`src/design/tgrg_pkg.sv`:
```
// ----------------------------------------------------------------------------
// tgrg_pkg
// Shared constants, types and the 5x7 glyph table of the text glyph
// rectangle generator.
// ----------------------------------------------------------------------------
package tgrg_pkg;

  localparam int COORD_BITS = 16;
  localparam int GLYPH_ROWS = 7;
  localparam int GLYPH_COLS = 5;
  localparam int GLYPH_BITS = GLYPH_ROWS * GLYPH_COLS;
  localparam int CHAR_PITCH = 5 + 1;

  typedef logic [COORD_BITS-1:0] coord_t;
  typedef logic [GLYPH_BITS-1:0] glyph_t;
  typedef logic [5:0]            glyph_idx_t;

  localparam logic [7:0] CODE_COPYRIGHT = 8'hA9;

  function automatic glyph_idx_t glyph_index(input logic [7:0] code);
    logic [7:0] u;
    glyph_idx_t g;
    u = code;
    if (u >= 8'h61 && u <= 8'h7A) begin
      u = u - 8'h20;
    end
    if (u >= 8'h30 && u <= 8'h39) begin
      g = glyph_idx_t'(u - 8'h30) + 6'd1;
    end else if (u >= 8'h41 && u <= 8'h5A) begin
      g = glyph_idx_t'(u - 8'h41) + 6'd11;
    end else begin
      case (u)
        8'h3F:          g = 6'd37;
        8'h3A:          g = 6'd38;
        8'h2E:          g = 6'd39;
        8'h2C:          g = 6'd40;
        8'h2D:          g = 6'd41;
        8'h2B:          g = 6'd42;
        8'h2F:          g = 6'd43;
        8'h3D:          g = 6'd44;
        8'h28:          g = 6'd45;
        8'h29:          g = 6'd46;
        CODE_COPYRIGHT: g = 6'd47;
        default:        g = 6'd0;
      endcase
    end
    return g;
  endfunction

  // row 0 in the top bits, each row msb first
  function automatic glyph_t glyph_bits(input glyph_idx_t g);
    glyph_t b;
    case (g)
      6'd1:  b = {5'h0E, 5'h11, 5'h13, 5'h15, 5'h19, 5'h11, 5'h0E};
      6'd2:  b = {5'h04, 5'h0C, 5'h04, 5'h04, 5'h04, 5'h04, 5'h0E};
      6'd3:  b = {5'h0E, 5'h11, 5'h01, 5'h02, 5'h04, 5'h08, 5'h1F};
      6'd4:  b = {5'h1F, 5'h02, 5'h04, 5'h02, 5'h01, 5'h11, 5'h0E};
      6'd5:  b = {5'h02, 5'h06, 5'h0A, 5'h12, 5'h1F, 5'h02, 5'h02};
      6'd6:  b = {5'h1F, 5'h10, 5'h1E, 5'h01, 5'h01, 5'h11, 5'h0E};
      6'd7:  b = {5'h06, 5'h08, 5'h10, 5'h1E, 5'h11, 5'h11, 5'h0E};
      6'd8:  b = {5'h1F, 5'h01, 5'h02, 5'h04, 5'h08, 5'h08, 5'h08};
      6'd9:  b = {5'h0E, 5'h11, 5'h11, 5'h0E, 5'h11, 5'h11, 5'h0E};
      6'd10: b = {5'h0E, 5'h11, 5'h11, 5'h0F, 5'h01, 5'h02, 5'h0C};
      6'd11: b = {5'h0E, 5'h11, 5'h11, 5'h1F, 5'h11, 5'h11, 5'h11};
      6'd12: b = {5'h1E, 5'h11, 5'h11, 5'h1E, 5'h11, 5'h11, 5'h1E};
      6'd13: b = {5'h0E, 5'h11, 5'h10, 5'h10, 5'h10, 5'h11, 5'h0E};
      6'd14: b = {5'h1E, 5'h11, 5'h11, 5'h11, 5'h11, 5'h11, 5'h1E};
      6'd15: b = {5'h1F, 5'h10, 5'h10, 5'h1E, 5'h10, 5'h10, 5'h1F};
      6'd16: b = {5'h1F, 5'h10, 5'h10, 5'h1E, 5'h10, 5'h10, 5'h10};
      6'd17: b = {5'h0E, 5'h11, 5'h10, 5'h17, 5'h11, 5'h11, 5'h0F};
      6'd18: b = {5'h11, 5'h11, 5'h11, 5'h1F, 5'h11, 5'h11, 5'h11};
      6'd19: b = {5'h0E, 5'h04, 5'h04, 5'h04, 5'h04, 5'h04, 5'h0E};
      6'd20: b = {5'h07, 5'h02, 5'h02, 5'h02, 5'h12, 5'h12, 5'h0C};
      6'd21: b = {5'h11, 5'h12, 5'h14, 5'h18, 5'h14, 5'h12, 5'h11};
      6'd22: b = {5'h10, 5'h10, 5'h10, 5'h10, 5'h10, 5'h10, 5'h1F};
      6'd23: b = {5'h11, 5'h1B, 5'h15, 5'h15, 5'h11, 5'h11, 5'h11};
      6'd24: b = {5'h11, 5'h19, 5'h15, 5'h13, 5'h11, 5'h11, 5'h11};
      6'd25: b = {5'h0E, 5'h11, 5'h11, 5'h11, 5'h11, 5'h11, 5'h0E};
      6'd26: b = {5'h1E, 5'h11, 5'h11, 5'h1E, 5'h10, 5'h10, 5'h10};
      6'd27: b = {5'h0E, 5'h11, 5'h11, 5'h11, 5'h15, 5'h12, 5'h0D};
      6'd28: b = {5'h1E, 5'h11, 5'h11, 5'h1E, 5'h14, 5'h12, 5'h11};
      6'd29: b = {5'h0F, 5'h10, 5'h10, 5'h0E, 5'h01, 5'h01, 5'h1E};
      6'd30: b = {5'h1F, 5'h04, 5'h04, 5'h04, 5'h04, 5'h04, 5'h04};
      6'd31: b = {5'h11, 5'h11, 5'h11, 5'h11, 5'h11, 5'h11, 5'h0E};
      6'd32: b = {5'h11, 5'h11, 5'h11, 5'h11, 5'h11, 5'h0A, 5'h04};
      6'd33: b = {5'h11, 5'h11, 5'h11, 5'h15, 5'h15, 5'h1B, 5'h11};
      6'd34: b = {5'h11, 5'h11, 5'h0A, 5'h04, 5'h0A, 5'h11, 5'h11};
      6'd35: b = {5'h11, 5'h11, 5'h0A, 5'h04, 5'h04, 5'h04, 5'h04};
      6'd36: b = {5'h1F, 5'h01, 5'h02, 5'h04, 5'h08, 5'h10, 5'h1F};
      6'd37: b = {5'h0E, 5'h11, 5'h01, 5'h02, 5'h04, 5'h00, 5'h04};
      6'd38: b = {5'h00, 5'h04, 5'h04, 5'h00, 5'h04, 5'h04, 5'h00};
      6'd39: b = {5'h00, 5'h00, 5'h00, 5'h00, 5'h00, 5'h04, 5'h04};
      6'd40: b = {5'h00, 5'h00, 5'h00, 5'h00, 5'h00, 5'h04, 5'h08};
      6'd41: b = {5'h00, 5'h00, 5'h00, 5'h1F, 5'h00, 5'h00, 5'h00};
      6'd42: b = {5'h00, 5'h04, 5'h04, 5'h1F, 5'h04, 5'h04, 5'h00};
      6'd43: b = {5'h01, 5'h02, 5'h04, 5'h08, 5'h10, 5'h00, 5'h00};
      6'd44: b = {5'h00, 5'h00, 5'h1F, 5'h00, 5'h1F, 5'h00, 5'h00};
      6'd45: b = {5'h02, 5'h04, 5'h08, 5'h08, 5'h08, 5'h04, 5'h02};
      6'd46: b = {5'h08, 5'h04, 5'h02, 5'h02, 5'h02, 5'h04, 5'h08};
      6'd47: b = {5'h0E, 5'h11, 5'h16, 5'h14, 5'h16, 5'h11, 5'h0E};
      default: b = '0;
    endcase
    return b;
  endfunction

endpackage

```
`src/design/text_glyph_rect_generator_unit.sv`:
```
// ----------------------------------------------------------------------------
// text_glyph_rect_generator_unit
// Turns one character into filled squares, one per set pixel of its 5x7
// glyph, and advances the pen.
// ----------------------------------------------------------------------------
//  channel | direction | handshake          | payload
//  in_     | input     | in_valid/in_stall  | char_code start_text pos_x pos_y scale color
//  out_    | output    | out_valid/out_stall| rect_x0 rect_y0 rect_x1 rect_y1 fill_color last_rect
//
//  a sequencer walks the glyph cells one per cycle while the output is free,
//  ending after the last set pixel; a blank glyph is never scanned
//  in_stall is high while a character is being scanned
//  a stalled output holds the scan in place
//  reset clears the pen to zero and the scan state
// ----------------------------------------------------------------------------
module text_glyph_rect_generator_unit import tgrg_pkg::*; (
  input  logic        clk,
  input  logic        rst_n,
  input  logic        in_valid,
  output logic        in_stall,
  input  logic [7:0]  in_char_code,
  input  logic        in_start_text,
  input  logic [15:0] in_pos_x,
  input  logic [15:0] in_pos_y,
  input  logic [3:0]  in_scale,
  input  logic [15:0] in_color,
  output logic        out_valid,
  input  logic        out_stall,
  output logic [15:0] out_rect_x0,
  output logic [15:0] out_rect_y0,
  output logic [15:0] out_rect_x1,
  output logic [15:0] out_rect_y1,
  output logic [15:0] out_fill_color,
  output logic        out_last_rect
);

  localparam logic ST_IDLE = 1'b0;
  localparam logic ST_SCAN = 1'b1;

  logic        state_r, state_nxt;
  coord_t      pen_x_r, pen_x_nxt;
  coord_t      pen_y_r, pen_y_nxt;
  coord_t      cur_x_r, cur_x_nxt;
  coord_t      cur_y_r, cur_y_nxt;
  coord_t      row_x_r, row_x_nxt;
  glyph_t      glyph_r, glyph_nxt;
  logic [2:0]  col_r, col_nxt;
  logic [3:0]  side_r, side_nxt;
  logic [15:0] color_r, color_nxt;

  logic        out_valid_r, out_valid_nxt;
  logic [15:0] x0_r, y0_r, x1_r, y1_r, fc_r;
  logic        last_r;

  logic        in_xfer;
  logic        out_free;
  logic        step;
  logic        emit;
  coord_t      base_x, base_y;
  coord_t      x1_sum, y1_sum;
  coord_t      side_c;
  logic [6:0]  advance;

  function automatic logic [15:0] to_field(input coord_t c);
    logic [31:0] w;
    w = 32'(c);
    return w[15:0];
  endfunction

  function automatic coord_t from_field(input logic [15:0] f);
    logic [31:0] w;
    w = 32'(signed'(f));
    return w[COORD_BITS-1:0];
  endfunction

  assign in_stall  = (state_r == ST_SCAN);
  assign in_xfer   = in_valid && !in_stall;
  assign out_free  = !out_valid_r || !out_stall;
  assign step      = (state_r == ST_SCAN) && out_free;
  assign emit      = step && glyph_r[GLYPH_BITS-1];

  assign side_c  = coord_t'(side_r);
  assign x1_sum  = cur_x_r + side_c - coord_t'(1);
  assign y1_sum  = cur_y_r + side_c - coord_t'(1);
  assign advance = 7'({in_scale, 2'b00}) + 7'({in_scale, 1'b0});

  always_comb begin
    base_x = in_start_text ? from_field(in_pos_x) : pen_x_r;
    base_y = in_start_text ? from_field(in_pos_y) : pen_y_r;
  end

  always_comb begin
    state_nxt     = state_r;
    pen_x_nxt     = pen_x_r;
    pen_y_nxt     = pen_y_r;
    cur_x_nxt     = cur_x_r;
    cur_y_nxt     = cur_y_r;
    row_x_nxt     = row_x_r;
    glyph_nxt     = glyph_r;
    col_nxt       = col_r;
    side_nxt      = side_r;
    color_nxt     = color_r;
    out_valid_nxt = out_valid_r && out_stall;

    case (state_r)
      ST_IDLE: begin
        if (in_xfer) begin
          glyph_nxt = glyph_bits(glyph_index(in_char_code));
          pen_x_nxt = base_x + coord_t'(advance);
          pen_y_nxt = base_y;
          cur_x_nxt = base_x;
          row_x_nxt = base_x;
          cur_y_nxt = base_y;
          col_nxt   = '0;
          side_nxt  = (in_scale == 4'd0) ? 4'd1 : in_scale;
          color_nxt = in_color;
          if (glyph_nxt != '0) begin
            state_nxt = ST_SCAN;
          end
        end
      end
      ST_SCAN: begin
        if (step) begin
          glyph_nxt = {glyph_r[GLYPH_BITS-2:0], 1'b0};
          if (col_r == 3'(GLYPH_COLS - 1)) begin
            col_nxt   = '0;
            cur_x_nxt = row_x_r;
            cur_y_nxt = cur_y_r + side_c;
          end else begin
            col_nxt   = col_r + 3'd1;
            cur_x_nxt = cur_x_r + side_c;
          end
          if (emit) begin
            out_valid_nxt = 1'b1;
          end
          if (glyph_nxt == '0) begin
            state_nxt = ST_IDLE;
          end
        end
      end
      default: begin
        state_nxt = ST_IDLE;
      end
    endcase
  end

  always_ff @(posedge clk) begin
    if (!rst_n) begin
      state_r     <= ST_IDLE;
      pen_x_r     <= '0;
      pen_y_r     <= '0;
      glyph_r     <= '0;
      out_valid_r <= 1'b0;
    end else begin
      state_r     <= state_nxt;
      pen_x_r     <= pen_x_nxt;
      pen_y_r     <= pen_y_nxt;
      glyph_r     <= glyph_nxt;
      out_valid_r <= out_valid_nxt;
    end
  end

  always_ff @(posedge clk) begin
    cur_x_r <= cur_x_nxt;
    cur_y_r <= cur_y_nxt;
    row_x_r <= row_x_nxt;
    col_r   <= col_nxt;
    side_r  <= side_nxt;
    color_r <= color_nxt;
    if (emit) begin
      x0_r   <= to_field(cur_x_r);
      y0_r   <= to_field(cur_y_r);
      x1_r   <= to_field(x1_sum);
      y1_r   <= to_field(y1_sum);
      fc_r   <= color_r;
      last_r <= (glyph_r[GLYPH_BITS-2:0] == '0);
    end
  end

  assign out_valid      = out_valid_r;
  assign out_rect_x0    = x0_r;
  assign out_rect_y0    = y0_r;
  assign out_rect_x1    = x1_r;
  assign out_rect_y1    = y1_r;
  assign out_fill_color = fc_r;
  assign out_last_rect  = last_r;

`ifndef SYNTHESIS
  a_scan_has_pixels: assert property (@(posedge clk) disable iff (!rst_n)
    (state_r == ST_SCAN) == (glyph_r != '0))
    else $error("scan state and remaining glyph pixels disagree");

  a_last_ends_scan: assert property (@(posedge clk) disable iff (!rst_n)
    emit && (glyph_r[GLYPH_BITS-2:0] == '0) |=> (state_r == ST_IDLE))
    else $error("scan continues after last square");

  a_emit_col_range: assert property (@(posedge clk) disable iff (!rst_n)
    emit |-> (col_r <= 3'(GLYPH_COLS - 1)))
    else $error("column counter out of range");

  a_no_emit_over_full: assert property (@(posedge clk) disable iff (!rst_n)
    out_valid_r && out_stall |-> !emit)
    else $error("square emitted over a stalled result");
`endif

endmodule

```
`config.mk`:
```
export PLATFORM = sky130hd
export DESIGN_NAME = text_glyph_rect_generator_unit
export DESIGN_NICKNAME = d
export VERILOG_FILES = /design/src/design/tgrg_pkg.sv /design/src/design/text_glyph_rect_generator_unit.sv
export SDC_FILE = /design/constraint.sdc
export NUM_CORES = 1
export LEC_CHECK = 0
export BUFFER_PORTS_ARGS = -buffer_cell sky130_fd_sc_hd__buf_2
export CORE_UTILIZATION = 50
export CTS_CLUSTER_DIAMETER = 80
export DETAILED_ROUTE_END_ITERATION = 8
export PLACE_DENSITY = 0.77
export SYNTH_ARGS = -nofsm -noshare
export SYNTH_HDL_FRONTEND = slang
export SYNTH_SLANG_ARGS = --single-unit
```
`constraint.sdc`:
```
create_clock -name clk -period 7.5 [get_ports clk]
set_clock_uncertainty 0.15 [all_clocks]
set_input_delay 0.75 -clock clk [delete_from_list [all_inputs] [get_ports clk]]
set_output_delay 0.75 -clock clk [all_outputs]
set_load 0.03 [all_outputs]
```
## After elaboration in Yosys (flattened, before gate mapping)

Memories as Yosys holds them, arrays and structs flattened.
Cells that the tools add are included.

- Logic and storage cells: 104
- Register bits after elaboration: 221
- Memories kept: 1
- Bits in read-only memories: 2240
- Input bits: 65

- Equality and inequality tests: 15
- Reduce and logical (&&, ||, !) cells: 17
- Multiplexer cells: 35
- Bitwise gates (word level): 1
- Magnitude comparators: 6
- Add/subtract/negate cells: 12

Memories:

| name | words | width | rd ports | clocked after Yosys merged registers in | wr ports | RTL line | RTL |
|---|---|---|---|---|---|---|---|
| (no name shown) | 64 | 35 | 1 | 0 | 0 | tgrg_pkg.sv:53 | `case (g)` |

Operator list:

| cell | number |
|---|---|
| $mux 35 | 4 |
| $mux 16 | 8 |
| $eq 8x6->1 const B | 10 |
| $pmux 35 s2 | 1 |
| $pmux 6 s11 | 1 |
| $pmux 16 s2 | 2 |
| $reduce_bool 35->1 | 1 |
| $logic_not 34->1 | 1 |
| $add 16x4->16 | 2 |
| $sub 16x1->16 const B | 2 |
| $mux 6 | 4 |
| $mux 8 | 3 |
| $add 16x7->16 | 1 |
| $ge 8x7->1 const B | 2 |
| $le 8x7->1 const B | 2 |
| $mux 3 | 3 |
| $eq 8x8->1 const B | 1 |
| $ge 8x6->1 const B | 1 |
| $le 8x6->1 const B | 1 |
| $sub 8x6->8 const B | 1 |
| $add 6x5->7 | 1 |
| $logic_and 1x1->1 | 7 |
| $mux 1 | 7 |
| $add 6x1->6 const B | 1 |
| other kinds (15) | 19 |

## Longest topological paths before layout

Gate-level depths: netlist (run 1).
An unclocked memory read counts as a cell.

- Word-level depth: 18
- Depth in mapped cells: 20
- Depth with buffers taken out: 16

## Worst setup path before layout (run 1)

Ideal clock, no wire load.

- Kind: in2reg
- From: in in_char_code[1]
- To: reg state_r, in the netlist in_stall
- Required time: 7210 ps
- Data arrival time: 4132 ps
- Setup slack: 3078 ps
- Path buffers: 3
- Cell stages on the path: 16
- Cell sequence: inv_1 -> ha_1 -> nor2_1 -> a31oi_2 -> a41oi_1 -> or3_1 -> o211ai_2 -> clkbuf_1 -> ha_1 -> clkbuf_1 -> clkbuf_1 -> nand2_1 -> a222oi_1 -> nand4_1 -> nor4_1 -> a41oi_1

- Cells in the longest elaborated chain, start to end: 18
- Elaborated cells between the ends (all ways): 40
- Classes of those cells: 5 x add/sub; 6 x order compare; 11 x eq/ne; 13 x mux; 4 x reduce/logical; 1 x memory

RTL lines:

| item | RTL line | RTL |
|---|---|---|
| start: declaration | text_glyph_rect_generator_unit.sv:21 | `input logic [7:0] in_char_code,` |
| $ge 8x7->1 or $le 8x7->1 (tied branches) | tgrg_pkg.sv:24 | `if (u >= 8'h61 && u <= 8'h7A) begin` |
| $logic_and 1x1->1 | tgrg_pkg.sv:24 |  |
| $mux 8 (*) | tgrg_pkg.sv:24 |  |
| $mux 8 (*) | text_glyph_rect_generator_unit.sv:107 | `if (in_xfer) begin` |
| $mux 8 (*) | text_glyph_rect_generator_unit.sv:105 | `case (state_r)` |
| $sub 6x1->6, or another cell as far along | tgrg_pkg.sv:30 | `g = glyph_idx_t'(u - 8'h41) + 6'd11;` |
| $add 6x4->6, or another cell as far along | tgrg_pkg.sv:30 |  |
| $mux 6 | tgrg_pkg.sv:29 | `end else if (u >= 8'h41 && u <= 8'h5A) begin` |
| [... 2 more ...] | - |  |
| $mux 6 (*) | text_glyph_rect_generator_unit.sv:105 |  |
| $mem_v2 64x35 (*) | - |  |
| $mux 35 (*) | text_glyph_rect_generator_unit.sv:107 |  |
| $mux 35 (*) | text_glyph_rect_generator_unit.sv:105 |  |
| $reduce_bool 35->1 (*) | text_glyph_rect_generator_unit.sv:117 | `if (glyph_nxt != '0) begin` |
| $mux 1 (*) | text_glyph_rect_generator_unit.sv:117 |  |
| $mux 1 (*) | text_glyph_rect_generator_unit.sv:107 |  |
| $pmux 1 s2 (*) | text_glyph_rect_generator_unit.sv:105 |  |
| end signal: assignment | text_glyph_rect_generator_unit.sv:155 | `state_r <= state_nxt;` |
| end: declaration | text_glyph_rect_generator_unit.sv:40 | `logic state_r, state_nxt;` |

Mark *: on every way between the ends. The rest lies on a longest branch, timed or not. The select of a mux whose other input is x is not followed.
A chain may end at the register's enable or synchronous reset.

## Final worst setup path (run 1)

Ends and elaborated chain as after synthesis.

==> out/metrics.cfg, run 1 <==
[detailed_routing]
ant_nets = 0
drc_errors = 0
dr.pass1.iters = 6
routed_wl_mm = 34.9
via_per_inst = 6.14
drtIter0Drc = 1445
vias = 10951
wl_per_cell_um = 19.6

[clock_network]
clk-insertion-delay-late_ps = 530
clkTransAtPathRegs_ps = 60
cts_buffers = 24
numClockSinks = 221
ctsHoldBuffers = 0
cts_setup_buffers = 0
cts-resized-gates = 0
cts_tree = done
h-tree-depth = 1
cts-root-buf = clkbuf_16
clk_path_buf_depth = 3

[grt]
grt_pass1_wl_mm = 54.2
grtUsageTotal = 0.257
antenna_found_initial = 1
grt_start_max_net_pins = 97
grt_pass1_vias = 10131
grt-ovfl-total = 0

[setup_path]
worst_r2r_startpoint = side_r[0]
criticalPathCategory = in2reg
crit_path_start_kind = primary input
crit_arrival_ps = 5500
crit_fanout = 26
cp-startpoint = in_char_code[1]
crit_required_ps = 7730
end_kind = flop

[timing]
final.setup.tns_ps = 0
timing.final.hold_violations = 0
min_period_ps = 5270
maxSlewViolCount = 0
setup_viol = 0
clock.fmax_mhz = 190
worst_pin_slew_ps = 1220
slew_headroom = 0.183
rsz0062_at_grt = false
min_period_over_period = 0.703

[status]
status = completed

[floorplanning]
fp.dieH_um = 163
dieArea_um2 = 26400
rows = 58
ioPinCount = 148
initial_core_util = 0.510
die_w_um = 163
core_area_um2 = 25300

[flow_run]
cap_violations = 0

[yosys]
synth_cells = 1332
synth_top_area_share = 0.354
syn_nets = 1441
synthDistinctLibCells = 88
synth_area_leader_cell = edfxtp_1
synth_area_per_cell_um2 = 9.67
ys_warn_count = 0
synthTopCellsByArea = edfxtp_1, dfxtp_1, nand2_1
synth-edff-count = 152
yosys_most_used_dff = edfxtp_1
syn_area_um2 = 12900
ys_ff_latch = 221
ys_async_sr_fraction = 0
yosysSeqAreaShare = 0.462

[place]
dp_hpwl_mm = 24.2
io_buffers = 147
dpl.cell_count = 1739
gp_congestion = 0.972

[final_layout]
fin_cells = 1785
fin_nets = 1544
drive_gt1_frac = 0.167
fill_cells = 2145
area_growth_syn_to_layout_pct = 13.1

[power]
power.density_nw_per_um2 = 237
peakVddDrop_mv = 0.200
p_leak_nw = 5.51

[worst_hold_path]
hold_class = in2reg
min-delay-start = in_color[4]

==> final cells by class <==
class	instances	area, um2	share of cell area
Multi-Input combinational cell	982	6400	0.439
Antenna cell	2	5.00	0.000344
Tap cell	330	413	0.0284
Sequential cell	221	5950	0.408
Clock buffer	32	631	0.0433
Inverter	41	154	0.0106
Timing Repair Buffer	165	871	0.0598
Clock inverter	12	145	0.00997
==> registers in the layout, summed over array words and instances (netlist names) <==
name and count:
glyph_r 35, color_r 16, cur_x_r 16, cur_y_r 16, out_fill_color 16, out_rect_x0 16
out_rect_x1 16, out_rect_y0 16, out_rect_y1 16, pen_x_r 16, pen_y_r 16, row_x_r 16
side_r 4, col_r 3, in_stall 1, out_last_rect 1, out_valid 1
==> cells in the final DEF (no fill, tap or decap), types with 12 or more instances in the layout <==
cell,n
nand3_1,40
inv_1,36
a21boi_0,37
o211ai_1,28
nor2_1,87
ha_1,38
edfxtp_1,152
xor2_1,26
buf_2,147
dfxtp_1,68
nor3_1,26
clkbuf_16,24
and2_1,18
mux2_2,12
xnor2_1,43
nor2b_1,16
o21ai_0,79
a211oi_1,16
o221ai_1,20
nand4_1,15
nor4_1,21
a21oi_1,79
mux2i_1,24
nand2_1,176
buf_4,18
==> where the power goes <==
group	total (mW)	switching [mW]	internal (mW)	leakage (nW)
clock	1.16	0.466	0.696	0.370
combinational	0.798	0.519	0.279	3.14
sequential	1.49	0.0612	1.43	2.00
total	3.45	1.05	2.41	5.51
==> synth_stat cells, drive strengths merged, types with 11 or more instances <==
cell and count:
o211a 11, a21boi 37, o221ai 20, mux2 12, inv 40, nand4 15
mux2i 24, o21ai 81, nor2 88, a21oi 80, edfxtp 152, a21o 11
nor3 27, nand3 41, buf 31, dfxtp 69, nand2 177, ha 38
o211ai 29, xor2 26, o21a 11, a31oi 11, a211oi 17, and2 18
xnor2 43, nor4 22, nor2b 16, clkbuf 57
==> cells by family (layout without fill, tap and decap cells) <==
kind of cell,after synthesis,after routing,share of synthesized area
and+or+nand+nor,452,452,0.168
AOI/OAI and AO/OA,381,381,0.206
DFF,221,221,0.462
buffers and inverters,129,250,0.0421
xor gates and xnor gates,69,69,0.0469
adders and majority gates,44,44,0.0462
muxes,36,36,0.0291
other,0,2,0
==> critical path, cell delays in order <==
cell      delay (ps)
buf_2            180
inv_1            120
ha_1             290
nor2_1           230
a31oi_2          170
a41oi_1          350
nand3_1          140
o211ai_2         670
inv_2            420
ha_1             560
and2_1           260
o31a_1           300
o21a_1           110
a221oi_1         320
nand4_1          150
nor4_1           300
a41oi_1          170
==> metrics by stage <==
| stage | utilization | setup slack, ps | instance area [um2] | hold slack, ps | total power [mW] |
|---|---|---|---|---|---|
| floorplan | - | 3080 | 12900 | 250 | 2.08 |
| global placement | 0.546 | 2090 | 13800 | 250 | 2.28 |
| detailed placement | 0.546 | 1850 | 13800 | 257 | 2.30 |
| CTS | 0.576 | 2410 | 14600 | 240 | 3.45 |
| global route | 0.577 | 1850 | 14600 | 247 | 3.60 |
| finish | 0.577 | 2230 | 14600 | 250 | 3.45 |
==> per-layer routing <==
metal	vias up	track usage	part of all wire
li1	5142	-	-
met5	-	0	0
met4	0	0.0952	0.033
met3	86	0.0308	0.086
met1	5148	0.345	0.41
met2	575	0.427	0.47
==> worst paths after layout <==
kind	end	slack (ps)	cells after the start
worst max-delay path	in_stall	2230	17
worst min register to register	out_fill_color[8]	270	0
worst max register to register	out_rect_y1[15]	3610	12
worst min-delay path	color_r[4]	250	1
Note: power is estimated with default switching activity, not from simulation.
==> inputs of run 2 (changes only) <==
- ABC_AREA: unset -> 1
- clock period: 7.5 -> 5.12 ns (I/O delays scaled with it)
==> out/metrics.cfg, run 2 <==
[flow_run]
cap_violations = 0  ; unchanged

[detailed_routing]
via_per_inst = 5.62  ; -8.4%
vias = 10975  ; +0.22%
dr.pass1.iters = 5  ; -1
drc_errors = 0  ; unchanged
ant_nets = 0  ; unchanged
routed_wl_mm = 33.3  ; -4.6%
drtIter0Drc = 1064  ; -26%
wl_per_cell_um = 17.1  ; -13%

[setup_path]
crit_top_cell = nand3_1
crit_required_ps = 5310  ; -2420 ps
crit_family = simple AND/OR/NAND/NOR gates
crit_fanout = 9  ; -65%
crit_arrival_ps = 4340  ; -1160 ps
slowest_delay_ps = 360  ; -310 ps
cpMaxStageDelayCell = ha_1
criticalPathCategory = in2reg
crit_path_start_kind = primary input
end_kind = flop
critPathBufInv = 5  ; +2

[floorplanning]
die_w_um = 160  ; -1.4%
fp.dieH_um = 160  ; -1.4%
dieArea_um2 = 25700  ; -2.8%
initial_core_util = 0.511  ; +0.00137
ioPinCount = 148  ; unchanged
core_area_um2 = 24500  ; -3.1%
rows = 57  ; -1.7%

[clock_network]
h-tree-depth = 1  ; unchanged
cts_setup_buffers = 0  ; unchanged
clkTransAtPathRegs_ps = 60  ; about the same
clk_path_buf_depth = 3  ; unchanged
numClockSinks = 221  ; unchanged
cts-resized-gates = 0  ; unchanged
cts_tree = done
clk-insertion-delay-late_ps = 500  ; -30 ps
ctsHoldBuffers = 0  ; unchanged
cts-root-buf = clkbuf_16
cts_buffers = 23  ; -4.2%

[yosys]
syn_nets = 1595  ; +11%
ys_ff_latch = 221  ; unchanged
synthDistinctLibCells = 51  ; -42%
synthTopCellsByArea = edfxtp_1, dfxtp_1, nand2_1
ys_async_sr_fraction = 0  ; unchanged
synth_top_area_share = 0.365  ; +0.0105
yosysSeqAreaShare = 0.475  ; +0.0137
synth-edff-count = 152  ; unchanged
syn_area_um2 = 12500  ; -2.9%
synth_area_per_cell_um2 = 8.42  ; -13%
synth_area_leader_cell = edfxtp_1
synthTopCellsByCount = nand2_1, edfxtp_1, nand3_1
ys_warn_count = 0  ; unchanged
synth_cells = 1486  ; +12%
yosys_most_used_dff = edfxtp_1
synth.most_common_cell = nand2_1

[grt]
grt-ovfl-total = 0  ; unchanged
antenna_found_initial = 0  ; -1
grt_start_max_net_pins = 60  ; -38%
grt_pass1_vias = 10358  ; +2.2%
grtUsageTotal = 0.258  ; about the same
grt_pass1_wl_mm = 53.6  ; -1.2%

[final_layout]
fin_nets = 1721  ; +11%
regMostFlops = glyph_r
seqCellArea_um2 = 5950  ; unchanged
largest_register_ffs = 35  ; unchanged
multi_input_area_um2 = 5720  ; -11%
fin_cells = 1953  ; +9.4%
final_cell_mix = nand2_1, edfxtp_1, buf_2, nand3_1, inv_1
final_common_cell = nand2_1
antennaDiodeCount = 0  ; -2
area_growth_syn_to_layout_pct = 13.9
utilization = 0.582  ; +0.00558
drive_gt1_frac = 0.160  ; -0.00694
fill_cells = 2120  ; -1.2%

[timing]
slew_headroom = 0.291  ; +0.109
setup_viol = 0  ; unchanged
min_period_over_period = 0.810
final.setup.tns_ps = 0  ; unchanged
rsz0062_at_grt = false
min_period_ps = 4150
clock.fmax_mhz = 241
maxSlewViolCount = 0  ; unchanged
worst_pin_slew_ps = 1060  ; -163 ps
timing.final.hold_violations = 0  ; unchanged

[worst_hold_path]
hold_class = in2reg

[power]
p_leak_nw = 6.26  ; +14%
swShare = 0.318  ; +0.0151
clock_power_share = 0.321  ; -0.015
power.density_nw_per_um2 = 359  ; +51%
power_switching_mw = 1.62  ; +55%
p_seq_frac = 0.430  ; -0.003
peakVddDrop_mv = 0.253  ; +27%
combPwrFrac = 0.248  ; +0.017
internal_power_mw = 3.48  ; +45%

[status]
status = completed

[place]
dp_hpwl_mm = 23.8  ; -1.7%
gp_congestion = 1.07  ; +10%
io_buffers = 147  ; unchanged
dpl.cell_count = 1911  ; +9.9%

==> run 2: cell count changes after synthesis, moves of 21 or more <==
cell and delta:
a21boi_0 -35, clkbuf_1 -21, nand3_1 +97, xnor2_1 -27, nand2_1 +148, nor2_1 +33, inv_1 +97, o21ai_0 +39
==> run 2: worst reg2reg max path, cell delays in order, from the launching register on <==
cell and delay [ps]:
edfxtp_1 420, ha_1 380, a21oi_1 80, inv_1 50, a31oi_1 40, or2_2 300
a21boi_0 330, xor2_1 300, inv_1 100, nor2_1 100, inv_1 40, nor3_1 280
nand3_1 190, a21oi_1 230, nand2_1 100, nor2_1 160, nand3_1 110, xor2_1 160
==> run 2: layout make-up <==
type,count,area share
inverters,146,0.0387
well taps,324,0.0285
flip-flops and latches,221,0.418
clock inverters,10,0.00747
repair buffers,165,0.0611
clock buffers,32,0.0449
multi-input cells,1055,0.402
==> run 2: metrics by stage <==
| step | hold WS (ps) | worst slack [ps] | power, mW | instance area, um2 |
|---|---|---|---|---|
| 2_1_floorplan | 250 | 794 | 3.13 | 12500 |
| 3_3_place_gp | 252 | 609 | 3.45 | 13500 |
| 3_5_place_dp | 255 | 536 | 3.47 | 13500 |
| 4_1_cts | 28.2 | 1060 | 5.11 | 14200 |
| 5_1_grt | 25.1 | 557 | 5.35 | 14200 |
| 6_report | 37.5 | 973 | 5.11 | 14200 |
==> run 2: logic make-up (layout without fill, tap and decap cells) <==
logic type | count (synthesis) | after routing | synth area share
buffers and inverters | 210 | 353 | 0.0681
DFF | 221 | 221 | 0.475
muxes | 23 | 23 | 0.0188
and+or+nand+nor | 667 | 667 | 0.235
AOI/OAI and AO/OA | 266 | 266 | 0.117
adders and majority gates | 44 | 44 | 0.0476
xor gates and xnor gates | 55 | 55 | 0.0385
==> run 2: final timing paths <==
kind	start	to	slack, ps	depth (start not counted)
setup / recovery	in_char_code[1]	in_stall	970	26
setup reg to reg	side_r[2]	out_rect_y1[14]	1320	17
hold / removal	in_color[8]	color_r[8]	40	1
hold reg to reg	color_r[13]	out_fill_color[13]	260	0
==> run 2: power by group through the flow <==
stage	combinational [mW]	sequential [mW]	clock [mW]
after floorplan	0.876	2.26	0
after global placement	1.23	2.22	0
after detailed placement	1.24	2.23	0
after CTS	1.25	2.20	1.67
after global routing	1.40	2.22	1.73
final	1.27	2.20	1.64
==> run 2: layer usage <==
layer / routed length (um) / track usage
met1: 13900 / 0.338
met2: 15800 / 0.437
met3: 2420 / 0.0322
met4: 1220 / 0.0926
met5: 0 / 0
